<file path="config.mk">
export PLATFORM = sky130hd
export DESIGN_NAME = bounded_id_set
export DESIGN_NICKNAME = d
export VERILOG_FILES = /design/src/rtl/bis_pkg.sv /design/src/rtl/bounded_id_set.sv /design/src/rtl/bis_cell.sv
export SDC_FILE = /design/constraint.sdc
export NUM_CORES = 1
export LEC_CHECK = 0
export BUFFER_PORTS_ARGS = -buffer_cell sky130_fd_sc_hd__buf_2
export CAP_MARGIN = 20
export CORE_MARGIN = 3
export CORE_UTILIZATION = 60
export DETAILED_ROUTE_END_ITERATION = 10
export PLACE_DENSITY = 0.76
export SETUP_SLACK_MARGIN = 0.2
export SYNTH_ARGS = -nofsm -noshare
export SYNTH_HDL_FRONTEND = slang
export SYNTH_HIERARCHICAL = 1
export SYNTH_SLANG_ARGS = --single-unit
</file>
<file path="constraint.sdc">
create_clock -name clk -period 9.29 [get_ports clk]
set_input_delay 1.858 -clock clk [delete_from_list [all_inputs] [get_ports clk]]
set_output_delay 1.858 -clock clk [all_outputs]
set_load 0.01 [all_outputs]
</file>
<file path="src/rtl/bis_pkg.sv">
package bis_pkg;

    localparam int CAPACITY = 16;
    localparam int ID_BITS  = 16;
    localparam int IDX_W    = (CAPACITY > 1) ? $clog2(CAPACITY) : 1;
    localparam int CNT_W    = $clog2(CAPACITY + 1);

    localparam logic [1:0] MODE_ADD    = 2'd0;
    localparam logic [1:0] MODE_DELETE = 2'd1;
    localparam logic [1:0] MODE_LOOKUP = 2'd2;
    localparam logic [1:0] MODE_READ   = 2'd3;

    typedef struct packed {
        logic [1:0]  mode;
        logic [15:0] id_value;
        logic [3:0]  read_index;
    } req_t;

    typedef struct packed {
        logic        status;
        logic        found;
        logic [3:0]  position;
        logic [15:0] read_id;
        logic [4:0]  count;
        logic        is_full;
        logic        is_empty;
    } rsp_t;

    typedef struct packed {
        logic [1:0]         mode;
        logic [ID_BITS-1:0] id;
        logic [3:0]         ridx;
        logic               hit;
        logic [IDX_W-1:0]   pos;
        logic               rhit;
        logic [ID_BITS-1:0] rdata;
    } tok_t;

    function automatic logic [ID_BITS-1:0] to_id(input logic [15:0] v);
        logic [63:0] w;
        w = 64'(v);
        return w[ID_BITS-1:0];
    endfunction

    function automatic logic [15:0] from_id(input logic [ID_BITS-1:0] v);
        logic [63:0] w;
        w = 64'(v);
        return w[15:0];
    endfunction

endpackage

</file>
<file path="src/rtl/bounded_id_set.sv">
// Set of up to CAPACITY distinct identifiers kept as a packed list in a row
// of cells, one entry per cell. A request enters as a token that walks the
// row one cell per cycle, picking up the match position and the read data;
// once it leaves the last cell the add, the delete compaction (all later
// entries move down one cell together) and the new count are applied and
// the response is registered. One request is in flight at a time: req_stall
// holds off a new request from acceptance until the result is applied,
// after the token's walk along the row, so a new request is not taken
// before the previous one is through.
module bounded_id_set (
    input  logic          clk,
    input  logic          rst_n,
    input  logic          req_valid,
    output logic          req_stall,
    input  bis_pkg::req_t req,
    output logic          rsp_valid,
    input  logic          rsp_stall,
    output bis_pkg::rsp_t rsp
);

    localparam int CAP = bis_pkg::CAPACITY;

    logic                        tok_v [CAP+1];
    bis_pkg::tok_t               tok   [CAP+1];
    logic [bis_pkg::ID_BITS-1:0] data  [CAP];
    logic                        load_en  [CAP];
    logic                        shift_en [CAP];

    logic                        busy_reg;
    logic                        done_valid_reg;
    bis_pkg::tok_t               done_tok_reg;
    logic [bis_pkg::CNT_W-1:0]   count_reg;
    logic [bis_pkg::CNT_W-1:0]   count_next;
    logic                        rsp_valid_reg;
    bis_pkg::rsp_t               rsp_reg;
    bis_pkg::rsp_t               rsp_next;
    logic                        apply;
    logic                        add_ok;
    logic                        del_ok;
    logic                        accept;
    logic [31:0]                 pos_wide;
    logic [31:0]                 cnt_wide;

    assign accept    = req_valid && !req_stall;
    assign req_stall = busy_reg;

    always_comb
    begin
        tok[0]       = '0;
        tok[0].mode  = req.mode;
        tok[0].id    = bis_pkg::to_id(req.id_value);
        tok[0].ridx  = req.read_index;
    end
    assign tok_v[0] = accept;

    for (genvar g = 0; g < CAP; g++)
    begin : g_cell
        logic [bis_pkg::ID_BITS-1:0] shift_src;
        if (g < CAP - 1)
        begin : g_mid
            assign shift_src = data[g+1];
        end
        else
        begin : g_end
            assign shift_src = data[g];
        end

        assign load_en[g]  = apply && add_ok && (count_reg == bis_pkg::CNT_W'(g));
        assign shift_en[g] = apply && del_ok
                             && (bis_pkg::IDX_W'(g) >= done_tok_reg.pos)
                             && ((g + 1) < 32'(count_reg));

        bis_cell u_cell (
            .clk           (clk),
            .rst_n         (rst_n),
            .cell_index    (bis_pkg::IDX_W'(g)),
            .count         (count_reg),
            .tok_valid_in  (tok_v[g]),
            .tok_in        (tok[g]),
            .tok_valid_out (tok_v[g+1]),
            .tok_out       (tok[g+1]),
            .load_en       (load_en[g]),
            .load_data     (done_tok_reg.id),
            .shift_en      (shift_en[g]),
            .shift_data    (shift_src),
            .data_out      (data[g])
        );
    end

    assign apply  = done_valid_reg && (!rsp_valid_reg || !rsp_stall);
    assign add_ok = (done_tok_reg.mode == bis_pkg::MODE_ADD)
                    && (32'(count_reg) < CAP) && !done_tok_reg.hit;
    assign del_ok = (done_tok_reg.mode == bis_pkg::MODE_DELETE) && done_tok_reg.hit;

    always_comb
    begin
        count_next = count_reg;
        rsp_next   = '0;
        pos_wide   = 32'(done_tok_reg.pos);
        unique case (done_tok_reg.mode)
            bis_pkg::MODE_ADD:
            begin
                rsp_next.status = !add_ok;
                if (add_ok)
                begin
                    count_next = count_reg + 1'b1;
                end
            end
            bis_pkg::MODE_DELETE:
            begin
                rsp_next.status = !del_ok;
                if (del_ok)
                begin
                    count_next = count_reg - 1'b1;
                end
            end
            bis_pkg::MODE_LOOKUP:
            begin
                rsp_next.found = done_tok_reg.hit;
                if (done_tok_reg.hit)
                begin
                    rsp_next.position = pos_wide[3:0];
                end
            end
            default:
            begin
                rsp_next.status = !done_tok_reg.rhit;
                if (done_tok_reg.rhit)
                begin
                    rsp_next.read_id = bis_pkg::from_id(done_tok_reg.rdata);
                end
            end
        endcase
        cnt_wide          = 32'(count_next);
        rsp_next.count    = cnt_wide[4:0];
        rsp_next.is_full  = (cnt_wide == CAP);
        rsp_next.is_empty = (count_next == '0);
    end

    always_ff @(posedge clk or negedge rst_n)
    begin
        if (!rst_n)
        begin
            busy_reg       <= 1'b0;
            done_valid_reg <= 1'b0;
            rsp_valid_reg  <= 1'b0;
            count_reg      <= '0;
        end
        else
        begin
            if (accept)
            begin
                busy_reg <= 1'b1;
            end
            else if (apply)
            begin
                busy_reg <= 1'b0;
            end

            if (tok_v[CAP])
            begin
                done_valid_reg <= 1'b1;
            end
            else if (apply)
            begin
                done_valid_reg <= 1'b0;
            end

            if (apply)
            begin
                rsp_valid_reg <= 1'b1;
                count_reg     <= count_next;
            end
            else if (!rsp_stall)
            begin
                rsp_valid_reg <= 1'b0;
            end
        end
    end

    always_ff @(posedge clk)
    begin
        if (tok_v[CAP])
        begin
            done_tok_reg <= tok[CAP];
        end
        if (apply)
        begin
            rsp_reg <= rsp_next;
        end
    end

    assign rsp_valid = rsp_valid_reg;
    assign rsp       = rsp_reg;

endmodule

</file>
<file path="src/rtl/bis_cell.sv">
module bis_cell (
    input  logic                        clk,
    input  logic                        rst_n,
    input  logic [bis_pkg::IDX_W-1:0]   cell_index,
    input  logic [bis_pkg::CNT_W-1:0]   count,
    input  logic                        tok_valid_in,
    input  bis_pkg::tok_t               tok_in,
    output logic                        tok_valid_out,
    output bis_pkg::tok_t               tok_out,
    input  logic                        load_en,
    input  logic [bis_pkg::ID_BITS-1:0] load_data,
    input  logic                        shift_en,
    input  logic [bis_pkg::ID_BITS-1:0] shift_data,
    output logic [bis_pkg::ID_BITS-1:0] data_out
);

    logic [bis_pkg::ID_BITS-1:0] data_reg;
    logic                        tok_valid_reg;
    bis_pkg::tok_t               tok_reg;
    bis_pkg::tok_t               tok_next;
    logic                        in_range;

    assign in_range = bis_pkg::CNT_W'(cell_index) < count;

    always_comb
    begin
        tok_next = tok_in;
        if (in_range && !tok_in.hit && (data_reg == tok_in.id))
        begin
            tok_next.hit = 1'b1;
            tok_next.pos = cell_index;
        end
        if (in_range && (tok_in.mode == bis_pkg::MODE_READ)
            && (32'(tok_in.ridx) == 32'(cell_index)))
        begin
            tok_next.rhit  = 1'b1;
            tok_next.rdata = data_reg;
        end
    end

    always_ff @(posedge clk or negedge rst_n)
    begin
        if (!rst_n)
        begin
            tok_valid_reg <= 1'b0;
        end
        else
        begin
            tok_valid_reg <= tok_valid_in;
        end
    end

    always_ff @(posedge clk)
    begin
        if (tok_valid_in)
        begin
            tok_reg <= tok_next;
        end
        if (load_en)
        begin
            data_reg <= load_data;
        end
        else if (shift_en)
        begin
            data_reg <= shift_data;
        end
    end

    assign tok_valid_out = tok_valid_reg;
    assign tok_out       = tok_reg;
    assign data_out      = data_reg;

endmodule

</file>
# --- Yosys cells after proc, flatten, opt, wreduce, memory -nomap -nowiden ---
# Cells that the tools add are included.
word_totals:
  out_inout_bits: 31
  register_bits: 1049
  word_cells: 494
  input_bits: 26
op_classes:
  n_lt_le_gt_ge: 47
  n_eq_ne: 66
  bitwise: 1
  muxes: 56
  reduce_logical: 162
  n_addsub: 2
ops:
  columns: ["cell", "count"]
  rows:
  - ["2-to-1 mux 16 bit", 45]
  - ["equality test 16 bit", 16]
  - ["logical AND 1 bit", 116]
  - ["less-than comparator 4 x 5 -> 1 bit, first input constant", 16]
  - ["equality test 5 x 4 -> 1 bit, second input constant", 8]
  - ["less-than comparator 3 x 5 -> 1 bit, first input constant", 8]
  - ["equality test 2 bit, second input constant", 17]
  - ["nonzero test 2 bit", 17]
  - ["equality test 4 bit, second input constant", 8]
  - [">= comparator 4 bit, first input constant", 7]
  - ["zero test 1 bit", 22]
  - ["equality test 5 x 3 -> 1 bit, second input constant", 4]
  - ["less-than comparator 2 x 5 -> 1 bit, first input constant", 4]
  - ["2-to-1 mux 17 bit", 1]
  - ["equality test 4 x 3 -> 1 bit, second input constant", 4]
  - [">= comparator 3 x 4 -> 1 bit, first input constant", 4]
  - ["less-than comparator 1 x 5 -> 1 bit, first input constant", 3]
  - ["2-to-1 mux 5 bit", 3]
  - ["equality test 5 x 2 -> 1 bit, second input constant", 2]
  - ["zero test 5 bit", 2]
  - ["one-hot mux 5 bit (2 select lines)", 1]
  - ["equality test 4 x 2 -> 1 bit, second input constant", 2]
  - [">= comparator 1 x 4 -> 1 bit, first input constant", 2]
  - [">= comparator 2 x 4 -> 1 bit, first input constant", 2]
  - ["other kinds (16)", 20]

# --- Depth between registers and ports, before layout ---
depth:
  depth_word: 8
  mapped_depth: 8
  depth_no_buf: 6

# --- Modules after synthesis ---
# Netlist, hierarchy kept.
by_module_without_submodules:
  columns: ["mod", "seq_area_each_um2", "area_each_um2", "instances", "cells_each"]
  rows:
  - ["bis_cell", 1826.8, 2677.6, 16, 147]
  - ["bounded_id_set", 2272.2, 3331.9, 1, 236]

# --- Worst setup path after synthesis ---
# Ideal clock, no wire load.
synth_timing:
  path_kind: "input-to-reg"
  from: "input port req_valid"
  to: "register g_cell[0].u_cell.tok_reg, in the netlist g_cell[0].u_cell/tok_out[0] (enable)"
  arrival_ns: 3.876
  setup_ns: 0.453
  t_required_ns: 8.837
  path_slack_ns: 4.961
  cell_stages: 1
  cell_sequence: "nor2b_1"
synth_between:
  elab_chain_len: 1
synth_lines:
  columns: ["item", "line_no", "source"]
  rows:
  - ["from (decl)", "bounded_id_set.sv:13", "input logic req_valid,"]
  - ["logical AND 1 bit", "bounded_id_set.sv:44", "assign accept = req_valid && !req_stall;"]
  - ["to (signal assigned)", "bis_cell.sv:57", "tok_reg <= tok_next;"]
  - ["to (decl)", "bis_cell.sv:19", "bis_pkg::tok_t tok_reg;"]
# No other way between the ends.
# A chain may end at the register's enable or synchronous reset.

==> results.md <==
* Hold WC Path Type: reg -> reg
* Power Density at 244 mW/mm²
* Vias in the first global route at 23400
* Post-CTS Setup Inserts at 0
* Setup_tns at 0 ns
* WL/cell at 20.8 µm
* Inserted Diodes at 0
* Antenna viol nets, final at 0
* Drt pass-1 iters at 5
* CP Launch Type: input pin
* Hold endpoint: g_cell[4].u_cell/tok_valid_out$_DFF_PN0_
* RSZ-0062 raised after global routing: false
* GRT Resource Usage Total at 20.9%
* Post-DP Area at 0.0481 mm²
* # fillers at 4764
* Largest net degree at the start of global routing at 47
* Slew @ Worst Pin at 1.15 ns
* Cell count of the worst hold path at 0
* Finished Core Util at 68.7%
* WL final at 84400 µm
* GR Util met2 at 38.0%
* Final hold violation count at 0
* Leak Pwr at 18.1 nW
* Status: finished, final reports clean
* Count of buffer and inverter cells on the critical path at 3
* Internal at 9.45 mW
* Worst path required time at 9.59 ns
* CTS Sinks at 1049
* Placed cell count at 3857
* Port buffer count at 56
* R2R Setup Slk at 5.78 ns
* Tmin final at 3.80 ns
* Power, Total at 12.6 mW
* Worst path slowest cell: inv_1
* Comb pwr share at 12.1%
* Dpl hpwl at 58800 µm
* Share of cells above drive strength 1 at 31.1%
* Worst-path clk slew at 0.06 ns
* CP top delay family: buffers and inverters
* CTS resizes at 0
* Detailed-route DRC error count at 0
* FMAX at 0.263 GHz
* CP max stage delay at 0.50 ns
* First-pass GRT wire length at 131000 µm
* Reg2Reg Depth at 4
* Worst-path fanout max at 18
* Slew margin rel. at 23.0%
* Critical Path AT at 4.10 ns
* Die ar. at 0.0801 mm²
* Worst IR Drop VDD at 0.000173 V
* DR vias/cell at 5.48
* Initial core utilization at 61.2%
* Crit path capture type: register
* Num CTS Buffers at 105
* RR Endpoint: g_cell[0].u_cell/data_out[12]$_DFFE_PP_
* Nets@finish at 3024
* FF-to-FF Start: done_tok_reg[21]$_DFFE_PP_
* Vias post-DR at 22200
* Post-Layout Cell Count at 4055
* Syn_area_per_cell at 17.8 µm²
* Max reg flops at 700
* Final Max Tran Viols at 0
* Number of antenna violations at the first check in global routing at 0
* Clock skew at 0.0259 ns
* Area Growth Syn to Fin at 12.2%
* Max cap viols at 0
* Clk_lat worst skew at 0.66 ns
* GRT met1 Usage at 25.0%
* Io pins at 57
* Net Switching at 3.14 mW
* Ys Warns at 6
* H-tree Lvls at 3
* Synth Cell Area at 0.0461 mm²
* Final worst-path cycle share at 40.9%
* Die width at 283 µm
* Top Usage Layer GRT: met2
* Post-CTS Hold Buffers at 0
* CORE AREA at 0.0752 mm²
* Die height at 283 µm
* Min-delay src: g_cell[3].u_cell/tok_valid_out$_DFF_PN0_
* Switching Fraction at 24.9%
* Clk buf depth at 3
* Syn Inst Count at 2584
* Clk root buf: clkbuf_16
* Fin area at 0.0517 mm²
* Placer congestion estimate at 0.892
* M3 GR Usage at 4.21%
* Seq pwr share at 53.4%
* Clock power share at 34.5%
* CTS tree: yes
* CP cell instances: buf_2 -> a21bo_2 -> inv_1 -> buf_4 -> nand2_1 -> a221oi_1 -> or2_2
* GR Overflow Total at 0
* Setup Crit Path Kind: in -> reg
* Final setup fails at 0
* DRC violation total after the first TritonRoute iteration at 1596
* FP Rows at 100
[per-stage QoR]
step / hold WS (ns) / worst slack [ns]
finish: 0.391 / 5.49
global placement: 0.359 / 4.81
floorplan: 0.400 / 4.96
global route: 0.404 / 5.33
detailed placement: 0.362 / 4.56
CTS: 0.400 / 5.27
[layer usage]
layer  wire length (µm)  share of wire [%]
met4               2680                3.2
met2              44200                 52
met5                  0                  0
met1              32900                 39
met3               4490                5.3
[placed cells by master, fill, tap and decap left out, types with 20 or more instances in the layout]
cell / instances
xnor2_1: 65
nor3_1: 52
edfxtp_1: 1025
mux2_2: 417
xor2_1: 210
clkbuf_16: 107
conb_1: 247
ha_1: 53
buf_2: 56
and2_1: 20
clkinv_1: 20
nand3_1: 21
or2_2: 50
inv_1: 102
nor4_1: 33
buf_4: 30
nor2_1: 34
mux2_4: 144
[worst max-delay path by stage]
stage | to | start | cells past startpoint | slack (ns)
2_1_floorplan | g_cell[0].u_cell/tok_out[0]$_DFFE_PP_ | req_valid | 1 | 4.96
3_3_place_gp | g_cell[2].u_cell/data_out[0]$_DFFE_PP_ | rsp_stall | 6 | 4.81
3_5_place_dp | g_cell[2].u_cell/data_out[0]$_DFFE_PP_ | rsp_stall | 6 | 4.56
4_1_cts | g_cell[2].u_cell/data_out[3]$_DFFE_PP_ | rsp_stall | 6 | 5.27
5_1_grt | g_cell[11].u_cell/data_out[12]$_DFFE_PP_ | rsp_stall | 7 | 5.33
6_report | g_cell[10].u_cell/data_out[3]$_DFFE_PP_ | rsp_stall | 7 | 5.49
[power by group through the flow]
stage,sequential (mW),combinational (mW),clock [mW]
after floorplan,6.77,1.00,0
after CTS,6.72,1.52,4.43
after global placement,6.78,1.45,0
after detailed placement,6.82,1.51,0
final,6.72,1.52,4.35
after global routing,6.81,1.65,4.62
[cell type report]
| class | instances | area (µm²) | area share, % |
|---|---|---|---|
| timing repair buffer | 87 | 517 | 1.00 |
| inverter | 102 | 383 | 0.741 |
| tap | 1020 | 1280 | 2.47 |
| sequential | 1049 | 31400 | 60.7 |
| multi-input combinational | 1600 | 14500 | 28.1 |
| clock buffer | 133 | 2860 | 5.52 |
| clock inverter | 64 | 738 | 1.43 |
(Power assumes the default switching activity.)
